==> src/rtl/cartesian_to_spherical_projector_defines.svh <==
// ----------------------------------------------------------------------------
// Assertion macros for the Cartesian-to-spherical projector
// Each macro checks a property clocked on clk and disabled while rst is high.
// ----------------------------------------------------------------------------
`ifndef CARTESIAN_TO_SPHERICAL_PROJECTOR_DEFINES_SVH
`define CARTESIAN_TO_SPHERICAL_PROJECTOR_DEFINES_SVH

`ifndef NO_ASSERTIONS

// Same-cycle implication.
`define C2S_ASSERT_IMP(lbl, ante, cons, msg) \
  lbl: assert property (@(posedge clk) disable iff (rst) (ante) |-> (cons)) \
    else $error(msg);

// Next-cycle implication.
`define C2S_ASSERT_NEXT(lbl, ante, cons, msg) \
  lbl: assert property (@(posedge clk) disable iff (rst) (ante) |=> (cons)) \
    else $error(msg);

`else

`define C2S_ASSERT_IMP(lbl, ante, cons, msg)
`define C2S_ASSERT_NEXT(lbl, ante, cons, msg)

`endif

`endif

==> src/rtl/c2s_pkg.sv <==
// ----------------------------------------------------------------------------
// c2s_pkg
// Widths, register codes, cell payload types and tables of the projector.
// ----------------------------------------------------------------------------
package c2s_pkg;

  localparam int COORD_WIDTH  = 24;
  localparam int ANGLE_WIDTH  = 16;
  localparam int COEF_WIDTH   = 16;
  localparam int COEF_FRAC    = 14;
  localparam int ROW_WIDTH    = 3 * COEF_WIDTH;
  localparam int SHIFT_WIDTH  = 24;
  localparam int CFG_WIDTH    = ROW_WIDTH;
  localparam int IDX_WIDTH    = 3;
  localparam int PROD_WIDTH   = COEF_WIDTH + COORD_WIDTH;
  localparam int SUM_WIDTH    = PROD_WIDTH + 2;
  localparam int TSUM_WIDTH   = SUM_WIDTH - COEF_FRAC + 1;
  localparam int SQ_WIDTH     = 2 * COORD_WIDTH;
  localparam int RAD_WIDTH    = 62;
  localparam int SQRT_STEPS   = RAD_WIDTH / 2;
  localparam int ROOT_WIDTH   = SQRT_STEPS;
  localparam int REM_WIDTH    = ROOT_WIDTH + 1;
  localparam int VEC_WIDTH    = 57;
  localparam int CORD_WIDTH   = 34;
  localparam int TURN_WIDTH   = 32;
  localparam int CORDIC_STEPS = 31;
  localparam int STEP_WIDTH   = 5;
  localparam int BL_WIDTH     = 6;
  localparam int NORM_BL      = 30;

  localparam int COORD_MAX  = 2 ** (COORD_WIDTH - 1) - 1;
  localparam int COORD_MIN  = -(2 ** (COORD_WIDTH - 1));
  localparam int ROUND_HALF = 2 ** (COEF_FRAC - 1);

  localparam logic [TURN_WIDTH-1:0] HALF_TURN   = {1'b1, {(TURN_WIDTH - 1){1'b0}}};
  localparam logic [TURN_WIDTH-1:0] ANGLE_ROUND =
    TURN_WIDTH'(64'd1 << (TURN_WIDTH - 1 - ANGLE_WIDTH));

  localparam logic [COEF_WIDTH-1:0] UNITY = COEF_WIDTH'(2 ** COEF_FRAC);
  localparam logic [ROW_WIDTH-1:0] ROT_X_RESET = {{(2 * COEF_WIDTH){1'b0}}, UNITY};
  localparam logic [ROW_WIDTH-1:0] ROT_Y_RESET =
    {{COEF_WIDTH{1'b0}}, UNITY, {COEF_WIDTH{1'b0}}};
  localparam logic [ROW_WIDTH-1:0] ROT_Z_RESET = {UNITY, {(2 * COEF_WIDTH){1'b0}}};

  localparam logic [IDX_WIDTH-1:0] REG_ROT_X   = 3'd0;
  localparam logic [IDX_WIDTH-1:0] REG_ROT_Y   = 3'd1;
  localparam logic [IDX_WIDTH-1:0] REG_ROT_Z   = 3'd2;
  localparam logic [IDX_WIDTH-1:0] REG_SHIFT_X = 3'd3;
  localparam logic [IDX_WIDTH-1:0] REG_SHIFT_Y = 3'd4;
  localparam logic [IDX_WIDTH-1:0] REG_SHIFT_Z = 3'd5;

  typedef struct packed {
    logic [RAD_WIDTH-1:0]  rad;
    logic [REM_WIDTH-1:0]  rem;
    logic [ROOT_WIDTH-1:0] root;
  } sqrt_t;

  typedef struct packed {
    logic signed [CORD_WIDTH-1:0] a;
    logic signed [CORD_WIDTH-1:0] b;
    logic [TURN_WIDTH-1:0]        acc;
  } cord_t;

  typedef struct packed {
    logic                          skip;
    logic                          sat;
    logic signed [COORD_WIDTH-1:0] x;
    logic signed [COORD_WIDTH-1:0] z;
    logic signed [VEC_WIDTH-1:0]   b;
  } side_t;

  typedef struct packed {
    logic                   skip;
    logic                   sat;
    logic [COORD_WIDTH-1:0] rng;
    logic [1:0]             zero;
  } cside_t;

  // Arctangent of 2^-i in units of 2^-32 turn.
  function automatic logic [TURN_WIDTH-1:0] atan_turn(input logic [STEP_WIDTH-1:0] i);
    logic [TURN_WIDTH-1:0] v;
    unique case (i)
      5'd0:  v = 32'd536870912;
      5'd1:  v = 32'd316933406;
      5'd2:  v = 32'd167458907;
      5'd3:  v = 32'd85004756;
      5'd4:  v = 32'd42667331;
      5'd5:  v = 32'd21354465;
      5'd6:  v = 32'd10679838;
      5'd7:  v = 32'd5340245;
      5'd8:  v = 32'd2670163;
      5'd9:  v = 32'd1335087;
      5'd10: v = 32'd667544;
      5'd11: v = 32'd333772;
      5'd12: v = 32'd166886;
      5'd13: v = 32'd83443;
      5'd14: v = 32'd41722;
      5'd15: v = 32'd20861;
      5'd16: v = 32'd10430;
      5'd17: v = 32'd5215;
      5'd18: v = 32'd2608;
      5'd19: v = 32'd1304;
      5'd20: v = 32'd652;
      5'd21: v = 32'd326;
      5'd22: v = 32'd163;
      5'd23: v = 32'd81;
      5'd24: v = 32'd41;
      5'd25: v = 32'd20;
      5'd26: v = 32'd10;
      5'd27: v = 32'd5;
      5'd28: v = 32'd3;
      5'd29: v = 32'd1;
      5'd30: v = 32'd1;
      default: v = '0;
    endcase
    return v;
  endfunction

  // Position of the highest set bit plus one; zero for a zero word.
  function automatic logic [BL_WIDTH-1:0] bit_len(input logic [VEC_WIDTH-1:0] v);
    logic [BL_WIDTH-1:0] n;
    n = '0;
    for (int i = 0; i < VEC_WIDTH; i++) begin
      if (v[i]) n = BL_WIDTH'(i + 1);
    end
    return n;
  endfunction

endpackage

==> src/rtl/c2s_sqrt_cell.sv <==
// ----------------------------------------------------------------------------
// c2s_sqrt_cell
// One restoring square-root step: retires two radicand bits per cycle while en is high.
// ----------------------------------------------------------------------------
module c2s_sqrt_cell import c2s_pkg::*; (
  input  logic  clk,
  input  logic  en,
  input  sqrt_t d_in,
  output sqrt_t d_out
);

  logic [REM_WIDTH+1:0]  rem_sh;
  logic [REM_WIDTH+1:0]  trial;
  sqrt_t                 nxt;

  always_comb begin
    rem_sh  = {d_in.rem, d_in.rad[RAD_WIDTH-1 -: 2]};
    trial   = (REM_WIDTH + 2)'({d_in.root, 2'b01});
    nxt.rad = {d_in.rad[RAD_WIDTH-3:0], 2'b00};
    if (rem_sh >= trial) begin
      nxt.rem  = REM_WIDTH'(rem_sh - trial);
      nxt.root = {d_in.root[ROOT_WIDTH-2:0], 1'b1};
    end else begin
      nxt.rem  = REM_WIDTH'(rem_sh);
      nxt.root = {d_in.root[ROOT_WIDTH-2:0], 1'b0};
    end
  end

  always_ff @(posedge clk) begin
    if (en) begin
      d_out <= nxt;
    end
  end

endmodule

==> config.mk <==
export PLATFORM = sky130hd
export DESIGN_NAME = c2s_sqrt_cell
export DESIGN_NICKNAME = d
export VERILOG_FILES = /design/src/rtl/cartesian_to_spherical_projector_defines.svh /design/src/rtl/c2s_pkg.sv /design/src/rtl/c2s_sqrt_cell.sv
export SDC_FILE = /design/constraint.sdc
export NUM_CORES = 1
export LEC_CHECK = 0
export BUFFER_PORTS_ARGS = -buffer_cell sky130_fd_sc_hd__clkbuf_2
export CORE_ASPECT_RATIO = 0.5
export CORE_MARGIN = 10
export CORE_UTILIZATION = 40
export CTS_CLUSTER_DIAMETER = 120
export DETAILED_ROUTE_END_ITERATION = 10
export PLACE_DENSITY = 0.67
export RECOVER_POWER = 50
export SLEW_MARGIN = 10
export SYNTH_ARGS = -nofsm -noshare
export SYNTH_HDL_FRONTEND = slang
export SYNTH_SLANG_ARGS = --single-unit
==> constraint.sdc <==
create_clock -name clk -period 4.06 [get_ports clk]
set_input_delay 0.203 -clock clk [delete_from_list [all_inputs] [get_ports clk]]
set_output_delay 0.203 -clock clk [all_outputs]
set_load 0.02 [all_outputs]
---- Yosys cells after proc, flatten, opt, wreduce, memory -nomap -nowiden ----
Cells that the tools add are included.
word-level totals
  register bits after elaboration ......... 123
  logic and storage cells ................. 6
cells by class
  add/subtract/negate cells ............... 1
  order comparisons ....................... 1
  mux-type cells .......................... 1
operator list
  kind              number
  $mux W63          1
  $ge A34 B33 Y1    1
  $sub A32 B32 Y32  1

---- Logic depth before layout (Yosys ltp) ----
Gate-level depths: netlist (run 1).
  word-level depth ........................ 2
  mapped depth ............................ 13
  depth with buffers taken out ............ 10

---- Worst setup path after synthesis (run 1) ----
Ideal clock, no wire load.
  path type ............................... input-to-reg
  from .................................... input d_in[4] in the netlist's numbering
  to ...................................... register d_out[35] in the netlist's numbering, data pin
  library setup time ...................... 0.260 ns
  arrival ................................. 2.623 ns
  data required time ...................... 3.800 ns
  setup slack ............................. 1.176 ns
  stages on the path ...................... 12
  buffers on the path ..................... 2
  cells stage by stage .................... inv_1 > ha_1 > a31o_2 > a221oi_1 > a31oi_1 > a211oi_2 > nor3_2 > a311o_1 > a41o_1 > buf_6 > buf_6 > mux2_4
RTL lines
  what                  line                 text
  start, declared       c2s_sqrt_cell.sv:8   input sqrt_t d_in,
  end signal, assigned  c2s_sqrt_cell.sv:31  d_out <= nxt;
  end, declared         c2s_sqrt_cell.sv:9   output sqrt_t d_out

==> flow_metrics.tcl, run 1 <==
set metrics [dict create \
    maximum_number_of_pins_on_one_net_before_global_route_repair 52 \
    layout.cells.non_filler 989 \
    synth_async_sr_flop_share_pct 0 \
    dp_worst_setup_slack_ns 0.396 \
    drt-initial-drc-count 273 \
    post_synth_instance_area_um2 6020 \
    port_buf_inserts 249 \
    net-switching-power_mw 1.13 \
    clock_tree_from_tritoncts "built" \
    cp-start-kind "primary input" \
    critical_path.endpoint_type "flip-flop" \
    unrepaired_setup_endpoints_after_global_routing "no" \
    post_cts_buffers 0 \
    nNetsFinal 938 \
    internal-power_mw 2.92 \
    detailedPlacementHpwl_mm 13.3 \
    edff_count_synth 123 \
    signed_area_change_from_the_synthesized_netlist_to_the_final_layout_pct 47.2 \
    fp-row-count 31 \
    grt_usage_pct 17.1 \
    floorplan.die_area_um2 20700 \
    max_freq_ghz 0.259 \
    holdCritPathClass "in -> reg" \
    power.density_nw_per_um2 458 \
    design_area_um2 8860 \
    pin_count 252 \
    route.detailed.vias_per_inst 4.83 \
    numClockSinks 123 \
    crit_chain "dlygate4sd3_1 -> clkbuf_1 -> inv_1 -> ha_1 -> nor2b_1 -> o2111ai_1 -> a31oi_1 -> a211oi_2 -> nor3_2 -> a311o_1 -> a41o_2 -> mux2_2" \
    cts_made_buffers 17 \
    layout_min_cycle_time_ns 3.86 \
    ir_worst_vdd_mv 0.310 \
    setup_ws_ns 0.198 \
    hold_viol 0 \
    clockPowerShare_pct 38.8 \
    initial_antenna_violation_count 0 \
    wl_mm 18.2 \
    largest_register_ff_count 123 \
    grt_pass1_vias 5121 \
    max-slew-margin-rel_pct -101 \
    outcome "complete, but fails checks" \
    postSynthRegisterBits 123 \
    dominantRegCellSynth "edfxtp_1" \
    floorplan.initialDensity_pct 41.3 \
    cts-root-buf "clkbuf_16" \
    timing.critical_path.slowest_cell_delay_ns 0.92 \
    power_frac_comb_pct 21.9 \
    synth.lib_cells_used.distinct 52 \
    cap_viol_max_count 1 \
    report.final.setup_viol 0 \
    finalSetupTns_ns 0 \
    worst-setup-path-type "in -> reg" \
    drt.antenna.violating_nets 0 \
    die_h_um 107 \
    timing.critical_path.required_ns 4.21 \
    diodes 0 \
    fillers 1236 \
    ctsLongestPathBuffers 2 \
    worst-slew-pin-transition_ns 3.01 \
    largest-register "d_out" \
    drt_drc_violations_left 0 \
    post_synthesis_cells 430 \
    finalWeightedCongestion 0.830 \
    final_cell_mix "clkbuf_2, edfxtp_1, dlygate4sd3_1" \
    ys_seq_area_share_pct 61.4 \
    switching_share_pct 28.0 \
    crit_arrival_ns 4.01 \
    yosys_warnings 0 \
    layout_top_registers "d_out x123" \
    avgSynthCellArea_um2 14.0 \
    vias 4780 \
    cts_max_level 4 \
    placed_area_um2 7460 \
    mostFrequentLayoutCell "clkbuf_2" \
    violations_in_the_final_reports "capacitance limit, slew limit" \
    largest_fanout_on_the_critical_path 33 \
    postLayoutCoreUtil_pct 60.8 \
    period_share_pct 95.1 \
    globalRoute.totalOverflow 0 \
    power.sequential.fraction_pct 39.3 \
    slew_viol_final 52 \
    dieWidth_um 193 \
    p_leak_nw 3.93 \
    post_cts_resize_count 0 \
    post-place-cells 868 \
    route.detailed.wl_per_inst_um 18.4 \
    drtPass1Iterations 4 \
    share_of_post_route_cells_with_drive_strength_above_1_pct 31.0 \
    grt_pass1_wl_mm 28.4 \
    coreArea_um2 14600 \
    slowest_stage "a41o_2" \
    clk_pin_slew_ns 0.05 \
]
## final cells by class
cell class / instances / area, µm² / share of cell area (%)
clock buffer: 18 / 429 / 4.84
clock inverter: 14 / 180 / 2.03
inverter: 38 / 143 / 1.61
multi-input combinational: 257 / 2100 / 23.7
sequential: 123 / 3690 / 41.7
tap: 198 / 248 / 2.80
timing repair buffer: 341 / 2070 / 23.3
## power groups by stage
stage	logic (mW)	clock network (mW)	registers, mW
after global placement	0.822	0	1.61
after detailed placement	0.834	0	1.62
after CTS	0.908	1.61	1.59
final	0.890	1.57	1.59
after floorplan	0.366	0	1.78
after global routing	0.958	1.67	1.61
## worst max-delay path: cells and delay by family
| family | cells | cell delay (ns) |
|---|---|---|
| buffers and inverters | 3 | 0.70 |
| adder cells (fa/ha/maj) | 1 | 0.33 |
| multiplexers | 1 | 0.42 |
| AND/OR/NAND/NOR | 2 | 0.43 |
| AO/OA/AOI/OAI | 5 | 1.92 |
## synthesized netlist by cell type (all sizes together), types with 2 or more instances
cell    number  area [µm²]
inv         38         143
a21oi       27         135
o31ai        2        15.0
mux2        29         424
o21ai       15        75.1
a211o        2        17.5
nor3         7        40.0
a211oi       5        42.5
o21a         2        15.0
nor2        15        56.3
a221oi       3        26.3
nand2b       8        50.1
o211ai       3        22.5
ha          33         413
a22oi        3        22.5
nand3        3        15.0
a31oi        3        18.8
mux2i        2        20.0
edfxtp     123        3690
xnor2       22         193
clkbuf       6        22.5
buf          7        65.1
a221o        2        20.0
and3         7        43.8
nand2       18        67.6
xor2         8        70.1
and4         4        37.5
o21bai       2        15.0
nand4        2        12.5
a21o        13        97.6
## metrics by stage
stage	hold WS, ns	total power [mW]
finish	0.0542	4.06
CTS	0.00200	4.12
floorplan	0.302	2.15
global route	0.0390	4.23
global placement	0.380	2.43
detailed placement	0.382	2.45
## metal layers
layer,track usage (%),up-vias,share of wire [%]
met5,0,-,0
met4,4.40,0,0.78
met3,4.54,14,5.2
met2,31.3,155,52
met1,19.6,2296,42
li1,-,2315,-
## kinds of logic after synthesis
family,after synthesis,synth area share [%]
fa+ha+maj,33,6.86
compound gates,92,10.2
mux,31,7.38
simple gates,69,5.94
buf+inv,51,3.82
xor+xnor,30,4.36
flops,123,61.4
other cells,1,0.0623
## what timing repair did
| action | 4_1_cts | 5_1_grt |
|---|---|---|
| setup endpoints to repair | 0 | 0 |
| hold endpoints to repair | 88 | 1 |
| hold buffers | 88 | 1 |
## worst paths after layout
path / start / endpoint / slack (ns) / cells past startpoint
worst min-delay path: d_in[29] / d_out[30] / 0.05 / 1
worst max-delay path: d_in[0] / d_out[33] / 0.20 / 12
(Power assumes the default switching activity.)
==> run 2, diff against run 1 <==
--- a/config.mk
+++ b/config.mk
@@ -8,10 +8,10 @@
 export BUFFER_PORTS_ARGS = -buffer_cell sky130_fd_sc_hd__clkbuf_2
 export CORE_ASPECT_RATIO = 0.5
 export CORE_MARGIN = 10
-export CORE_UTILIZATION = 40
+export CORE_UTILIZATION = 48
 export CTS_CLUSTER_DIAMETER = 120
 export DETAILED_ROUTE_END_ITERATION = 10
-export PLACE_DENSITY = 0.67
+export PLACE_DENSITY = 0.78
 export RECOVER_POWER = 50
 export SLEW_MARGIN = 10
 export SYNTH_ARGS = -nofsm -noshare
==> run 2 against run 1 <==
Compared with the run above: global-route usage increased by 3.3 points; the run still ends with capacitance limit, slew limit left; design area grew 0.23%; clock-buffer cell count fell by 1; die area decreased by 14%; non-clock buffer count grew 2; final cell count decreased by 3.2%; sequential share of layout area fell by 0.094 points; setup slack gained 0.15 ns; sequential power about the same; flip-flop and latch count unchanged; routed wire length is 2.1% higher; critical path type unchanged; fmax is 4.0% higher.
==> flow_metrics.tcl, run 2 (same netlist as run 1, synthesis figures left out) <==
set metrics [dict create \
    outcome "complete, but fails checks" \
    grt_pass1_wl_mm 28.2 \
    timing.critical_path.max_delay_family "compound AO/OA/AOI/OAI gates" \
    min-delay-start "d_in[42]" \
    ir_worst_vdd_mv 0.283 \
    signed_area_change_from_the_synthesized_netlist_to_the_final_layout_pct 47.6 \
    layout_top_registers "d_out x123" \
    cp-start-kind "primary input" \
    drtPass1Iterations 5 \
    max-slew-margin-rel_pct -30.8 \
    setup_ws_ns 0.346 \
    clk_pin_slew_ns 0.06 \
    nNetsFinal 940 \
    power.density_nw_per_um2 458 \
    fp-row-count 28 \
    dieWidth_um 178 \
    drt_drc_violations_left 0 \
    numClockSinks 123 \
    clockPowerShare_pct 38.5 \
    timing.critical_path.required_ns 4.22 \
    cap_viol_max_count 1 \
    maximum_number_of_pins_on_one_net_before_global_route_repair 76 \
    grt_pass1_vias 5047 \
    unrepaired_setup_endpoints_after_global_routing "no" \
    hold_viol 0 \
    slowest_stage "dlygate4sd3_1" \
    die_h_um 99.2 \
    switching_share_pct 28.0 \
    drt.antenna.violating_nets 0 \
    ctsLongestPathBuffers 2 \
    p_leak_nw 4.01 \
    grt_usage_pct 20.4 \
    route.detailed.vias_per_inst 5.10 \
    power.sequential.fraction_pct 39.3 \
    power_frac_comb_pct 22.2 \
    cts_made_buffers 17 \
    cts-root-buf "clkbuf_16" \
    largest_fanout_on_the_critical_path 20 \
    coreArea_um2 12100 \
    worst-setup-path-type "in -> reg" \
    largest_register_ff_count 123 \
    layout_min_cycle_time_ns 3.71 \
    crit_chain "dlygate4sd3_1 -> clkbuf_1 -> inv_1 -> ha_1 -> a31o_2 -> a221oi_1 -> a31oi_1 -> a211oi_2 -> nor3_2 -> buf_4 -> a311o_1 -> a41o_2 -> buf_12 -> mux2_4" \
    crit_arrival_ns 3.88 \
    internal-power_mw 2.93 \
    slew_viol_final 76 \
    route.detailed.wl_per_inst_um 19.5 \
    clock_tree_from_tritoncts "built" \
    violations_in_the_final_reports "capacitance limit, slew limit" \
    finalWeightedCongestion 0.826 \
    timing.critical_path.buf_inv 5 \
    vias 4881 \
    worst-slew-pin-transition_ns 1.96 \
    timing.critical_path.slowest_cell_delay_ns 0.55 \
    report.final.setup_viol 0 \
    cts_max_level 4 \
    floorplan.die_area_um2 17700 \
    post_cts_buffers 0 \
    net-switching-power_mw 1.14 \
    share_of_post_route_cells_with_drive_strength_above_1_pct 34.1 \
    globalRoute.totalOverflow 0 \
    crit_path_start "d_in[4]" \
    holdCritPathClass "in -> reg" \
    mostFrequentLayoutCell "clkbuf_2" \
    drt-initial-drc-count 307 \
    diodes 0 \
    postLayoutCoreUtil_pct 73.7 \
    detailedPlacementHpwl_mm 13.3 \
    port_buf_inserts 249 \
    pin_count 252 \
    final_cell_mix "clkbuf_2, edfxtp_1, dlygate4sd3_1" \
    initial_antenna_violation_count 0 \
    dp_worst_setup_slack_ns 0.543 \
    max_freq_ghz 0.269 \
    finalSetupTns_ns 0 \
    largest-register "d_out" \
    floorplan.initialDensity_pct 49.9 \
    period_share_pct 91.5 \
    wl_mm 18.6 \
    critical_path.endpoint_type "flip-flop" \
]
[run 2: power by group through the flow]
stage / clock network [mW] / registers [mW] / logic (mW)
floorplan: 0 / 1.78 / 0.366
global placement: 0 / 1.61 / 0.817
detailed placement: 0 / 1.62 / 0.835
CTS: 1.58 / 1.59 / 0.911
global route: 1.65 / 1.61 / 0.973
finish: 1.57 / 1.60 / 0.903
[run 2: per-layer routing]
layer / part of all wire (%) / GRT usage, % / vias up
li1: - / - / 2326
met1: 39 / 22.4 / 2344
met2: 52 / 36.8 / 186
met3: 7.8 / 6.42 / 25
met4: 1.3 / 6.76 / 0
met5: 0 / 0 / -
[run 2: worst paths after layout]
check,endpoint,cells after the start
worst min-delay path,d_out[44],2
worst max-delay path,d_out[47],14
[run 2: what timing repair did]
item                      CTS  global route
hold endpoints to repair   90             0
hold buffers               90             0
resized for setup           0             0
[run 2: per-stage QoR]
| stage | power [mW] | cells | hold slack [ns] | area, µm² |
|---|---|---|---|---|
| after floorplan | 2.15 | 431 | 0.302 | 6020 |
| after global placement | 2.43 | 836 | 0.379 | 7430 |
| after detailed placement | 2.45 | 836 | 0.382 | 7430 |
| after CTS | 4.09 | 957 | 0.0939 | 8950 |
| after global routing | 4.23 | 957 | 0.106 | 8880 |
| final | 4.07 | 957 | 0.107 | 8880 |
[run 2: layout make-up]
class,instances,area [µm²]
well taps,165,206
flip-flops and latches,123,3690
clock buffers,17,425
repair buffers,343,2130
multi-input cells,257,2100
fillers,832,3170
clock inverters,14,185
inverters,38,143
