--- config.mk ---
export PLATFORM = sky130hd
export DESIGN_NAME = c2s_cordic_cell
export DESIGN_NICKNAME = d
export VERILOG_FILES = /design/src/rtl/cartesian_to_spherical_projector_defines.svh /design/src/rtl/c2s_pkg.sv /design/src/rtl/c2s_cordic_cell.sv
export SDC_FILE = /design/constraint.sdc
export NUM_CORES = 1
export LEC_CHECK = 0
export BUFFER_PORTS_ARGS = -buffer_cell sky130_fd_sc_hd__buf_2
export CAP_MARGIN = 20
export CORE_AREA = 8 8 194 196
export DETAILED_ROUTE_END_ITERATION = 10
export DIE_AREA = 0 0 202 204
export GPL_TIMING_DRIVEN = 0
export PLACE_DENSITY = 0.65
export SETUP_SLACK_MARGIN = 0.2
export SKIP_LAST_GASP = 1
export SYNTH_ARGS = -nofsm -noshare
export SYNTH_HDL_FRONTEND = slang
export SYNTH_SLANG_ARGS = --single-unit
--- constraint.sdc ---
create_clock -name clk -period 6.6 [get_ports clk]
set_input_delay 0.66 -clock clk [delete_from_list [all_inputs] [get_ports clk]]
set_output_delay 0.66 -clock clk [all_outputs]
set_load 0.01 [all_outputs]
--- src/rtl/cartesian_to_spherical_projector_defines.svh ---
// ----------------------------------------------------------------------------
// Assertion macros for the Cartesian-to-spherical projector
// Each macro checks a property clocked on clk and disabled while rst is high.
// ----------------------------------------------------------------------------
`ifndef CARTESIAN_TO_SPHERICAL_PROJECTOR_DEFINES_SVH
`define CARTESIAN_TO_SPHERICAL_PROJECTOR_DEFINES_SVH

`ifndef NO_ASSERTIONS

// Same-cycle implication.
`define C2S_ASSERT_IMP(lbl, ante, cons, msg) \
  lbl: assert property (@(posedge clk) disable iff (rst) (ante) |-> (cons)) \
    else $error(msg);

// Next-cycle implication.
`define C2S_ASSERT_NEXT(lbl, ante, cons, msg) \
  lbl: assert property (@(posedge clk) disable iff (rst) (ante) |=> (cons)) \
    else $error(msg);

`else

`define C2S_ASSERT_IMP(lbl, ante, cons, msg)
`define C2S_ASSERT_NEXT(lbl, ante, cons, msg)

`endif

`endif

--- src/rtl/c2s_pkg.sv ---
// ----------------------------------------------------------------------------
// c2s_pkg
// Widths, register codes, cell payload types and tables of the projector.
// ----------------------------------------------------------------------------
package c2s_pkg;

  localparam int COORD_WIDTH  = 24;
  localparam int ANGLE_WIDTH  = 16;
  localparam int COEF_WIDTH   = 16;
  localparam int COEF_FRAC    = 14;
  localparam int ROW_WIDTH    = 3 * COEF_WIDTH;
  localparam int SHIFT_WIDTH  = 24;
  localparam int CFG_WIDTH    = ROW_WIDTH;
  localparam int IDX_WIDTH    = 3;
  localparam int PROD_WIDTH   = COEF_WIDTH + COORD_WIDTH;
  localparam int SUM_WIDTH    = PROD_WIDTH + 2;
  localparam int TSUM_WIDTH   = SUM_WIDTH - COEF_FRAC + 1;
  localparam int SQ_WIDTH     = 2 * COORD_WIDTH;
  localparam int RAD_WIDTH    = 62;
  localparam int SQRT_STEPS   = RAD_WIDTH / 2;
  localparam int ROOT_WIDTH   = SQRT_STEPS;
  localparam int REM_WIDTH    = ROOT_WIDTH + 1;
  localparam int VEC_WIDTH    = 57;
  localparam int CORD_WIDTH   = 34;
  localparam int TURN_WIDTH   = 32;
  localparam int CORDIC_STEPS = 31;
  localparam int STEP_WIDTH   = 5;
  localparam int BL_WIDTH     = 6;
  localparam int NORM_BL      = 30;

  localparam int COORD_MAX  = 2 ** (COORD_WIDTH - 1) - 1;
  localparam int COORD_MIN  = -(2 ** (COORD_WIDTH - 1));
  localparam int ROUND_HALF = 2 ** (COEF_FRAC - 1);

  localparam logic [TURN_WIDTH-1:0] HALF_TURN   = {1'b1, {(TURN_WIDTH - 1){1'b0}}};
  localparam logic [TURN_WIDTH-1:0] ANGLE_ROUND =
    TURN_WIDTH'(64'd1 << (TURN_WIDTH - 1 - ANGLE_WIDTH));

  localparam logic [COEF_WIDTH-1:0] UNITY = COEF_WIDTH'(2 ** COEF_FRAC);
  localparam logic [ROW_WIDTH-1:0] ROT_X_RESET = {{(2 * COEF_WIDTH){1'b0}}, UNITY};
  localparam logic [ROW_WIDTH-1:0] ROT_Y_RESET =
    {{COEF_WIDTH{1'b0}}, UNITY, {COEF_WIDTH{1'b0}}};
  localparam logic [ROW_WIDTH-1:0] ROT_Z_RESET = {UNITY, {(2 * COEF_WIDTH){1'b0}}};

  localparam logic [IDX_WIDTH-1:0] REG_ROT_X   = 3'd0;
  localparam logic [IDX_WIDTH-1:0] REG_ROT_Y   = 3'd1;
  localparam logic [IDX_WIDTH-1:0] REG_ROT_Z   = 3'd2;
  localparam logic [IDX_WIDTH-1:0] REG_SHIFT_X = 3'd3;
  localparam logic [IDX_WIDTH-1:0] REG_SHIFT_Y = 3'd4;
  localparam logic [IDX_WIDTH-1:0] REG_SHIFT_Z = 3'd5;

  typedef struct packed {
    logic [RAD_WIDTH-1:0]  rad;
    logic [REM_WIDTH-1:0]  rem;
    logic [ROOT_WIDTH-1:0] root;
  } sqrt_t;

  typedef struct packed {
    logic signed [CORD_WIDTH-1:0] a;
    logic signed [CORD_WIDTH-1:0] b;
    logic [TURN_WIDTH-1:0]        acc;
  } cord_t;

  typedef struct packed {
    logic                          skip;
    logic                          sat;
    logic signed [COORD_WIDTH-1:0] x;
    logic signed [COORD_WIDTH-1:0] z;
    logic signed [VEC_WIDTH-1:0]   b;
  } side_t;

  typedef struct packed {
    logic                   skip;
    logic                   sat;
    logic [COORD_WIDTH-1:0] rng;
    logic [1:0]             zero;
  } cside_t;

  // Arctangent of 2^-i in units of 2^-32 turn.
  function automatic logic [TURN_WIDTH-1:0] atan_turn(input logic [STEP_WIDTH-1:0] i);
    logic [TURN_WIDTH-1:0] v;
    unique case (i)
      5'd0:  v = 32'd536870912;
      5'd1:  v = 32'd316933406;
      5'd2:  v = 32'd167458907;
      5'd3:  v = 32'd85004756;
      5'd4:  v = 32'd42667331;
      5'd5:  v = 32'd21354465;
      5'd6:  v = 32'd10679838;
      5'd7:  v = 32'd5340245;
      5'd8:  v = 32'd2670163;
      5'd9:  v = 32'd1335087;
      5'd10: v = 32'd667544;
      5'd11: v = 32'd333772;
      5'd12: v = 32'd166886;
      5'd13: v = 32'd83443;
      5'd14: v = 32'd41722;
      5'd15: v = 32'd20861;
      5'd16: v = 32'd10430;
      5'd17: v = 32'd5215;
      5'd18: v = 32'd2608;
      5'd19: v = 32'd1304;
      5'd20: v = 32'd652;
      5'd21: v = 32'd326;
      5'd22: v = 32'd163;
      5'd23: v = 32'd81;
      5'd24: v = 32'd41;
      5'd25: v = 32'd20;
      5'd26: v = 32'd10;
      5'd27: v = 32'd5;
      5'd28: v = 32'd3;
      5'd29: v = 32'd1;
      5'd30: v = 32'd1;
      default: v = '0;
    endcase
    return v;
  endfunction

  // Position of the highest set bit plus one; zero for a zero word.
  function automatic logic [BL_WIDTH-1:0] bit_len(input logic [VEC_WIDTH-1:0] v);
    logic [BL_WIDTH-1:0] n;
    n = '0;
    for (int i = 0; i < VEC_WIDTH; i++) begin
      if (v[i]) n = BL_WIDTH'(i + 1);
    end
    return n;
  endfunction

endpackage

--- src/rtl/c2s_cordic_cell.sv ---
// ----------------------------------------------------------------------------
// c2s_cordic_cell
// One vectoring CORDIC micro-rotation, driving the second component to zero.
// ----------------------------------------------------------------------------
module c2s_cordic_cell import c2s_pkg::*; (
  input  logic                  clk,
  input  logic                  en,
  input  logic [STEP_WIDTH-1:0] step,
  input  cord_t                 d_in,
  output cord_t                 d_out
);

  logic signed [CORD_WIDTH-1:0] da;
  logic signed [CORD_WIDTH-1:0] db;
  logic [TURN_WIDTH-1:0]        ang;
  cord_t                        nxt;

  always_comb begin
    da  = d_in.b >>> step;
    db  = d_in.a >>> step;
    ang = atan_turn(step);
    if (!d_in.b[CORD_WIDTH-1]) begin
      nxt.a   = d_in.a + da;
      nxt.b   = d_in.b - db;
      nxt.acc = d_in.acc + ang;
    end else begin
      nxt.a   = d_in.a - da;
      nxt.b   = d_in.b + db;
      nxt.acc = d_in.acc - ang;
    end
  end

  always_ff @(posedge clk) begin
    if (en) begin
      d_out <= nxt;
    end
  end

endmodule

-- Yosys cells after proc, flatten, opt, wreduce, memory -nomap -nowiden
Memory sizes are Yosys's and may differ from the RTL's.
Index checks and enable logic that the tools add are counted.
- register bits after elaboration: 100
- bits in read-only memories: 960
- bits of input ports: 107
- output and inout bits: 100
- memories: 1
- memories (memory ; depth ; bits a word ; read ports ; clocked after memory_dff ; write ports ; line ; RTL):
    (name not given) ; 32 ; 30 ; 1 ; 0 ; 0 ; c2s_pkg.sv:82 ; unique case (i)
- $add $sub $neg: 6
- shift operators: 2
- multiplexer cells: 1
- operators by type and width (operator ; number):
    100-bit two-way mux ; 1
    34-bit adder ; 2
    34-bit by 5-bit >>> shifter with 34-bit output ; 2
    34-bit subtractor ; 2
    32-bit adder ; 1
    32-bit subtractor ; 1

-- Logic depth before layout (Yosys ltp)
Gate-level depths: netlist of the first run.
- depth after elaboration: 3
- mapped depth: 29

-- Least setup slack after synthesis of the first run
Ideal clock, no wire load.
- path kind: input -> register
- start: input port step[1]
- end: register d_out[28] (netlist name) (data pin)
- library setup time: 0.258 ns
- arrival time: 5.934 ns
- data required time: 6.342 ns
- path slack: 0.408 ns
- stages on the path: 23
- buffers on the path: 3
- cell sequence: buf_2 > inv_2 > buf_1 > clkbuf_1 > ha_1 > nor2b_1 > nor3b_1 > a21oi_1 > nand3_1 > nor4_1 > and4_1 > nor2_2 > xnor2_1 > ha_1 > a21o_1 > a21oi_1 > o21ai_0 > a2111oi_0 > o41ai_1 > a2111oi_0 > o21bai_1 > a21oi_1 > xnor2_1
- RTL lines (element ; line ; RTL):
    start, declared ; c2s_cordic_cell.sv:8 ; input logic [STEP_WIDTH-1:0] step,
    end signal, assigned ; c2s_cordic_cell.sv:35 ; d_out <= nxt;
    end, declared ; c2s_cordic_cell.sv:10 ; output cord_t d_out

==> flow_summary.json, run 1 <==
{
  "route.detailed.wl_per_inst_um": 29.8,
  "synth_top_family_by_area": "compound AO/OA/AOI/OAI gates",
  "start_util_pct": 44.3,
  "fin_cells": 2441,
  "yosysTopAreaCell": "edfxtp_1",
  "setup_violations": 0,
  "drcViolationCount": 0,
  "synthMuxAreaShare_pct": 17.4,
  "drv_cap": 0,
  "yosysSeqAreaShare_pct": 19.5,
  "finalCriticalPeriod_ps": 6320,
  "cts_tree": "built",
  "relSlewSlack_pct": 22.9,
  "cts.sink_count": 100,
  "synth_top_cell_area_share_pct": 19.5,
  "p_leak_nw": 7.42,
  "nNetsFinal": 2189,
  "synth_compound_area_share_pct": 24.1,
  "dr.pass1.iters": 5,
  "synthXorXnorAreaFrac_pct": 8.96,
  "fill_cells": 3266,
  "cpMostUsedCell": "buf_2",
  "antenna_found_initial": 2,
  "io_buffers": 203,
  "ys_ff_latch": 100,
  "cts_buffers": 9,
  "hpwl_mm": 57.2,
  "largest_register_ffs": 100,
  "cts_hold_buf": 0,
  "hold_viol_final": 0,
  "vias": 16401,
  "syn_avg_cell_area_um2": 8.91,
  "routed_via_density": 6.72,
  "cp.required_ps": 6740,
  "final_cell_mix": "222 x buf_2, 136 x a21oi_1, 128 x nor2_1, 115 x nand2_1, 103 x xnor2_1",
  "yosys.area_share.simple_pct": 16.3,
  "syn_inst": 1728,
  "worstPathArrival_ps": 6460,
  "htree_num_levels": 3,
  "top_regs": "d_out (100)",
  "fmax_mhz": 158,
  "cts.clk_slew.worst_paths_ps": 80,
  "crit_slowest_cell": "clkbuf_1",
  "grt_max_degree": 53,
  "mostFrequentLayoutCell": "buf_2",
  "synth.area.top_cells": "edfxtp_1 19%, mux4_2 12%, ha_1 8.4%, xnor2_1 5.9%, a21oi_1 4.6%",
  "grt.total_usage_pct": 34.0,
  "power_density_mw_per_mm2": 210,
  "gp_congestion": 1.08,
  "grt_pass1_vias": 16231,
  "p_total_mw": 3.82,
  "ys_types": 100,
  "ir_drop_uv": 159,
  "holdCritPathClass": "primary input to register",
  "path_cells": "buf_2 -> buf_2 -> buf_2 -> buf_2 -> buf_2 -> clkbuf_2 -> clkbuf_2 -> clkbuf_1 -> a21oi_1 -> xnor2_1 -> ha_1 -> a21o_1 -> a21oi_1 -> o21ai_1 -> a2111oi_2 -> buf_4 -> o41ai_4 -> a2111oi_4 -> o21bai_1 -> a21oi_1 -> xnor2_1",
  "ys.warnings.count": 0,
  "rows": 69,
  "grt_pass1_wl_mm": 106,
  "drt_iter0_markers": 1853,
  "regMostFlops": "d_out",
  "coreArea_mm2": 0.0348,
  "grt_setup_unrepaired": "false",
  "worstMarginPinSlew_ps": 1160,
  "fin_crit_sh_pct": 95.8,
  "cp.buffers_inverters": 9,
  "critPathCaptureType": "register",
  "die_w_um": 202,
  "synthToLayoutAreaGrowth_pct": 18.2,
  "status": "finished, final reports clean",
  "final_cell_area_mm2": 0.0182,
  "synth_fa_ha_area_share_pct": 8.84,
  "final_max_slew_viol_count": 0,
  "dp.cells": 2397,
  "ant_nets": 0,
  "slowest_delay_ps": 580,
  "crit_fanout": 10,
  "design.die.area_mm2": 0.0412,
  "synth_area_mm2": 0.0154,
  "ys_async_sr_fraction_pct": 0,
  "gr-total-overflow": 0,
  "synth-edff-count": 100,
  "synth_ff_type": "edfxtp_1",
  "placed_cell_area_mm2": 0.0171,
  "syn-num-nets": 1942,
  "ios": 207,
  "drive_gt1_share_pct": 27.1,
  "cp_top_family": "buffers and inverters",
  "drt-total-wl_mm": 72.8,
  "fp.dieH_um": 204,
  "clk_path_buf_depth": 2,
  "cp-start-kind": "primary input",
  "crit_type": "primary input to register",
  "ctsRootBufferMaster": "clkbuf_16"
}
## metal layers
| layer | GRT usage [%] | routed length [um] | vias up | share of wire (%) |
|---|---|---|---|---|
| li1 | - | - | 7190 | - |
| met1 | 42.8 | 29100 | 7976 | 40 |
| met2 | 53.0 | 32100 | 1042 | 44 |
| met5 | 0 | 11 | - | 0.015 |
| met4 | 16.1 | 3520 | 2 | 4.8 |
| met3 | 10.3 | 8070 | 191 | 11 |
## power by group
| part | internal, mW | total [mW] | switching [mW] |
|---|---|---|---|
| Combinational | 0.911 | 2.28 | 1.37 |
| Clock | 0.293 | 0.565 | 0.272 |
| Sequential | 0.940 | 0.978 | 0.0378 |
| Total | 2.14 | 3.82 | 1.68 |
## synth_stat cells (50+ instances only)
cell and instances:
a21oi_1 143, mux2i_1 50, nor2_1 133, xnor2_1 104, o21ai_0 71, nand2_1 115
edfxtp_1 100, inv_1 56, mux4_2 80, xor2_1 51, ha_1 104, a21o_1 50
## per-stage QoR
stage | hold WS (ps) | util [%] | setup slack (ps) | TNS [ps]
6_report | 622 | 52.3 | 277 | 0
5_1_grt | 614 | 52.3 | 189 | 0
4_1_cts | 600 | 51.1 | 168 | 0
3_5_place_dp | 1010 | 49.0 | -2560 | -47470
3_3_place_gp | 1010 | 48.8 | -2610 | -49980
2_1_floorplan | 772 | - | 408 | 0
## cell families (layout without fill, tap and decap cells)
family                     Yosys count  after routing
other                                0              1
and+or+nand+nor                    492            492
xor gates and xnor gates           156            156
buffers and inverters              160            411
muxes                              162            162
adders and majority gates          107            107
AOI/OAI and AO/OA                  551            551
DFF                                100            100
## repair_timing
action                     4_1_cts  5_1_grt
buffers inserted                11       16
gates resized for setup         87       90
setup endpoints to repair       50       28
pin swaps                        9       22
## final cells by class
| class | count | area, um^2 | area share [%] |
|---|---|---|---|
| inverters | 61 | 229 | 1.26 |
| clock inverters | 4 | 51.3 | 0.282 |
| plain buffers | 99 | 639 | 3.51 |
| well taps | 461 | 577 | 3.17 |
| multi-input cells | 1468 | 12200 | 66.9 |
| flip-flops and latches | 100 | 3000 | 16.5 |
| clock buffers | 11 | 233 | 1.28 |
| diodes | 1 | 2.50 | 0.0137 |
| repair buffers | 236 | 1290 | 7.11 |
## path summary, 6_finish.rpt
kind	to	slack (ps)	cells after the start	start
worst max-delay path	d_out[28]	280	21	step[4]
worst min-delay path	d_out[32]	620	2	d_in[32]
Note: power is estimated with default switching activity, not from simulation.
==> inputs of run 2 (changes only) <==
--- a/config.mk
+++ b/config.mk
@@ -5,11 +5,12 @@
 export SDC_FILE = /design/constraint.sdc
 export NUM_CORES = 1
 export LEC_CHECK = 0
+export ABC_AREA = 1
 export BUFFER_PORTS_ARGS = -buffer_cell sky130_fd_sc_hd__buf_2
 export CAP_MARGIN = 20
-export CORE_AREA = 8 8 194 196
+export CORE_AREA = 8 8 197 199
 export DETAILED_ROUTE_END_ITERATION = 10
-export DIE_AREA = 0 0 202 204
+export DIE_AREA = 0 0 205 207
 export GPL_TIMING_DRIVEN = 0
 export PLACE_DENSITY = 0.65
 export SETUP_SLACK_MARGIN = 0.2
==> run 2 against run 1 <==
  * Fmax increased by 2.5%
  * Clock-buffer cell count decreased by 2
  * Combinational power is 4% lower
  * Hold slack got worse by 4.1 ps
  * Synthesized area is 3.3% higher
  * Via count rose by 14%
  * Utilization decreased by 2.7 points
  * Largest cell class unchanged
  * Highest routed layer is now met4
==> flow_summary.json, run 2 <==
{
  "cts.clk_slew.worst_paths_ps": 80,
  "antenna_cells": 0,
  "fin_cells": 3237,
  "rows": 70,
  "netlist_top_cells_count": "816 x nand2_1, 374 x nand3_1, 216 x inv_1",
  "clk_path_buf_depth": 2,
  "ios": 207,
  "synth.most_common_cell": "nand2_1",
  "ys_async_sr_fraction_pct": 0,
  "p_total_mw": 3.71,
  "syn_inst": 2550,
  "multi_input_area_mm2": 0.0113,
  "top_usage_layer": "met2",
  "cp.required_ps": 6750,
  "fmax_mhz": 162,
  "final_max_slew_viol_count": 0,
  "synth-edff-count": 100,
  "drt_iter0_markers": 1906,
  "ant_nets": 0,
  "grt.total_usage_pct": 31.6,
  "setup_violations": 0,
  "worstPathArrival_ps": 6320,
  "grt_util_met3_pct": 7.23,
  "gp_congestion": 1.10,
  "drt-total-wl_mm": 69.3,
  "synth_area_mm2": 0.0159,
  "top_regs": "d_out (100)",
  "post_cts_resize_count": 0,
  "worstMarginPinSlew_ps": 1170,
  "synth_top_cell_area_share_pct": 19.3,
  "cts_buffers": 9,
  "power_density_mw_per_mm2": 208,
  "drive_gt1_share_pct": 15.1,
  "yosysTopAreaCell": "nand2_1",
  "dr.pass1.iters": 7,
  "cts_tree": "built",
  "syn-num-nets": 2764,
  "regArea_mm2": 0.00300,
  "die_w_um": 205,
  "grt_pass1_vias": 17852,
  "drcViolationCount": 0,
  "finalCriticalPeriod_ps": 6170,
  "yosysSeqAreaShare_pct": 18.9,
  "start_util_pct": 44.3,
  "synth_ff_type": "edfxtp_1",
  "nNetsFinal": 2978,
  "ys.warnings.count": 0,
  "p_leak_nw": 9.04,
  "synthToLayoutAreaGrowth_pct": 12.0,
  "antenna_found_initial": 0,
  "holdCritPathClass": "primary input to register",
  "relSlewSlack_pct": 22.0,
  "route.detailed.wl_per_inst_um": 21.4,
  "whs_ps": 618,
  "timing.setup.tns_ps": 0,
  "endpoint": "d_out[60]",
  "grt.met1_usage_pct": 41.0,
  "coreArea_mm2": 0.0359,
  "cts.sink_count": 100,
  "grt_setup_unrepaired": "false",
  "vias": 18617,
  "ys_types": 64,
  "fin_crit_sh_pct": 93.4,
  "startpoint": "d_in[65]",
  "drv_cap": 0,
  "regMostFlops": "d_out",
  "grt_pass1_wl_mm": 104,
  "grt_max_degree": 64,
  "cts_hold_buf": 0,
  "fill_cells": 3943,
  "routed_via_density": 5.75,
  "cp-start-kind": "primary input",
  "hpwl_mm": 58.4,
  "critPathCaptureType": "register",
  "mostFrequentLayoutCell": "nand2_1",
  "syn_avg_cell_area_um2": 6.24,
  "cts_setup_buffers": 0,
  "met2_usage_pct": 49.4,
  "synth.area.top_cells": "nand2_1 19%, edfxtp_1 19%, nand3_1 12%, ha_1 8.2%, xor2_1 5.5%",
  "ir_drop_uv": 151,
  "design.die.area_mm2": 0.0424,
  "crit_fanout": 10,
  "io_buffers": 202,
  "status": "finished, final reports clean",
  "hold_viol_final": 0,
  "gr-total-overflow": 0,
  "dp.cells": 3221,
  "htree_num_levels": 3,
  "largest_register_ffs": 100,
  "final_cell_mix": "816 x nand2_1, 374 x nand3_1, 231 x buf_2, 216 x inv_1, 194 x nor2_1",
  "fp.dieH_um": 207,
  "ys_ff_latch": 100,
  "crit_type": "primary input to register",
  "ctsRootBufferMaster": "clkbuf_16"
}
-- run 2: cell types whose count changed after synthesis, moves of 50 or more --
cell     change
nand2_1    +701
nand3_1    +335
inv_1      +160
mux4_2      -80
nor2_1      +61
xnor2_1     -60
mux2i_1     -50
-- run 2: per-layer routing --
layer	vias up	wire, um
met3	142	6770
met1	8608	29000
li1	8918	-
met4	0	3010
met5	-	0
met2	949	30500
-- run 2: kinds of logic (layout without fill, tap and decap cells) --
logic type / Yosys count / count (layout) / synth area share [%]
DFF: 100 / 100 / 18.9
xor gates and xnor gates: 150 / 150 / 8.59
adders and majority gates: 107 / 107 / 8.56
AOI/OAI and AO/OA: 337 / 337 / 12.5
buffers and inverters: 338 / 557 / 9.79
and+or+nand+nor: 1518 / 1518 / 41.7
-- run 2: power breakdown --
group | switching (mW) | leakage, nW | total (mW) | internal (mW)
Clock | 0.280 | 0.137 | 0.541 | 0.262
Combinational | 1.45 | 7.92 | 2.19 | 0.739
Sequential | 0.0387 | 0.979 | 0.985 | 0.946
-- run 2: metrics by stage --
stage	worst slack (ps)	cell area [um^2]	util [%]
floorplan	2160	15900	-
global placement	301	17500	48.7
detailed placement	345	17500	48.8
CTS	766	17800	49.6
global route	282	17800	49.6
finish	434	17800	49.6
-- run 2: area by class of cell --
type	instances	share of cell area (%)
Inverter	250	5.32
Tap cell	468	3.29
Multi-Input combinational cell	2112	63.7
Sequential cell	100	16.9
Buffer	88	3.41
Clock inverter	7	0.337
Clock buffer	9	1.26
Timing Repair Buffer	203	5.84
-- run 2: worst min path at each step --
stage / endpoint / cells past startpoint / slack [ps] / startpoint
2_1_floorplan: d_out[0] / 0 / 770 / en
3_3_place_gp: d_out[32] / 2 / 1000 / d_in[32]
3_5_place_dp: d_out[32] / 2 / 1000 / d_in[32]
4_1_cts: d_out[32] / 2 / 600 / d_in[32]
5_1_grt: d_out[32] / 2 / 620 / d_in[32]
6_report: d_out[32] / 2 / 620 / d_in[32]
-- run 2: critical path: stages --
cell and delay, ps:
clkbuf_1 340, clkbuf_1 760, clkinv_1 520, clkbuf_1 510, clkbuf_1 620, o21ai_0 580, fa_1 300, nand3_1 80
nand2_1 140, nand3_1 90, nand2_1 110, a21oi_1 120, o21ai_0 570, a21oi_1 230, o21ai_0 380, nand2_1 150
nand3_1 100, nand2_1 50
==> inputs of run 3 (changes only) <==
--- a/config.mk
+++ b/config.mk
@@ -13,6 +13,7 @@
 export DIE_AREA = 0 0 205 207
 export GPL_TIMING_DRIVEN = 0
 export PLACE_DENSITY = 0.65
+export RECOVER_POWER = 100
 export SETUP_SLACK_MARGIN = 0.2
 export SKIP_LAST_GASP = 1
 export SYNTH_ARGS = -nofsm -noshare
==> run 3 against run 2 <==
  * The run now ends with capacitance limit, slew limit left
  * Fmax down 2.3%
  * Non-clock buffer count unchanged
  * First-iteration DRC count up 6.8%
  * Die area unchanged
  * Critical endpoint unchanged
  * Largest cell class unchanged
==> flow_summary.json, run 3 (synthesized netlist as in run 2, its figures left out) <==
{
  "holdCritPathClass": "primary input to register",
  "coreArea_mm2": 0.0359,
  "combinationalPowerShare_pct": 58.2,
  "timing.setup.tns_ps": 0,
  "hpwl_mm": 58.4,
  "nNetsFinal": 2978,
  "routed_via_density": 5.73,
  "top_regs": "d_out (100)",
  "hold_viol_final": 0,
  "gr-total-overflow": 0,
  "p_sw_mw": 1.77,
  "worstPathArrival_ps": 6460,
  "drv_cap": 2,
  "vias": 18558,
  "largest_register_ffs": 100,
  "cts_tree": "built",
  "rows": 70,
  "fmax_mhz": 158,
  "p_int_mw": 1.90,
  "status": "complete, but fails checks",
  "design.die.area_mm2": 0.0424,
  "p_leak_nw": 8.74,
  "relSlewSlack_pct": -126,
  "grt_max_degree": 64,
  "drive_gt1_share_pct": 11.0,
  "ant_nets": 0,
  "clk_path_buf_depth": 2,
  "antenna_found_initial": 0,
  "ios": 207,
  "mostFrequentLayoutCell": "nand2_1",
  "gp_congestion": 1.10,
  "cp-start-kind": "primary input",
  "cts_buffers": 9,
  "placed_cell_area_mm2": 0.0175,
  "dr.pass1.iters": 6,
  "grt_pass1_vias": 17852,
  "route.detailed.wl_per_inst_um": 21.4,
  "cp.required_ps": 6750,
  "cts_setup_buffers": 0,
  "p_clk_share_pct": 14.8,
  "crit_type": "primary input to register",
  "synthToLayoutAreaGrowth_pct": 10.9,
  "final_max_slew_viol_count": 103,
  "final_cell_area_mm2": 0.0176,
  "fp.dieH_um": 207,
  "crit_fanout": 10,
  "regArea_mm2": 0.00300,
  "drt-total-wl_mm": 69.4,
  "worstMarginPinSlew_ps": 3400,
  "regMostFlops": "d_out",
  "cts.clk_slew.worst_paths_ps": 80,
  "die_w_um": 205,
  "ir_drop_uv": 145,
  "io_buffers": 202,
  "p_seq_share_pct": 27.0,
  "multi_input_area_mm2": 0.0113,
  "grt.total_usage_pct": 31.6,
  "power_density_mw_per_mm2": 208,
  "switching_share_pct": 48.2,
  "cts.sink_count": 100,
  "drcViolationCount": 0,
  "start_util_pct": 44.3,
  "finalCriticalPeriod_ps": 6310,
  "grt_setup_unrepaired": "false",
  "critPathCaptureType": "register",
  "grt_pass1_wl_mm": 104,
  "cts_hold_buf": 0,
  "ctsRootBufferMaster": "clkbuf_16",
  "final_cell_mix": "819 x nand2_1, 374 x nand3_1, 217 x inv_1, 198 x nor2_1, 131 x a21oi_1",
  "setup_violations": 0,
  "htree_num_levels": 3,
  "fin_crit_sh_pct": 95.6,
  "post_cts_resize_count": 0,
  "drt_iter0_markers": 2035,
  "fill_cells": 3997,
  "failed_checks": "capacitance limit, slew limit"
}
-- run 3: through the flow --
| stage | setup slack (ps) | utilization, % | power [mW] | hold slack, ps | cells |
|---|---|---|---|---|---|
| after floorplan | 2160 | - | 2.44 | 772 | 2550 |
| after global placement | 301 | 48.7 | 3.13 | 998 | 3220 |
| after detailed placement | 345 | 48.8 | 3.14 | 1000 | 3221 |
| after CTS | 766 | 49.6 | 3.70 | 601 | 3237 |
| after global routing | 154 | 49.1 | 3.92 | 622 | 3237 |
| final | 288 | 49.1 | 3.67 | 617 | 3238 |
-- run 3: critical path, cell delays in order --
cell	delay, ps
clkbuf_1	360
clkbuf_1	790
clkinv_1	540
clkbuf_1	510
clkbuf_1	620
o21ai_0	590
fa_1	300
nand3_1	80
nand2_1	130
nand3_1	90
nand2_1	110
a21oi_1	130
o21ai_0	570
a21oi_1	230
o21ai_0	410
nand2_1	160
nand3_1	100
nand2_1	60
-- run 3: final cells by class --
class                           count  area share [%]
Multi-Input combinational cell   2112            64.2
Clock buffer                        9            1.28
Antenna cell                        1          0.0142
Timing Repair Buffer              203            5.03
Buffer                             88            3.42
Clock inverter                      7           0.341
Sequential cell                   100            17.0
Tap cell                          468            3.32
Inverter                          250            5.38
-- run 3: power groups by stage --
stage | combinational (mW) | clock [mW] | sequential, mW
6_report | 2.14 | 0.542 | 0.993
5_1_grt | 2.33 | 0.575 | 1.01
4_1_cts | 2.15 | 0.561 | 0.988
3_3_place_gp | 2.13 | 0 | 0.996
2_1_floorplan | 1.34 | 0 | 1.10
3_5_place_dp | 2.14 | 0 | 1.00
-- run 3: path summary, 6_finish.rpt --
kind | from | endpoint | depth (start not counted)
worst max-delay path | d_in[65] | d_out[60] | 18
worst min-delay path | d_in[32] | d_out[32] | 2
-- run 3: layer usage --
metal  up-vias  global-route usage, %  routed length, um
met4         0                   13.7               2940
li1       8902                      -                  -
met3       130                   7.23               6440
met5         -                      0                  0
met2       883                   49.4              30700
met1      8643                   41.0              29300
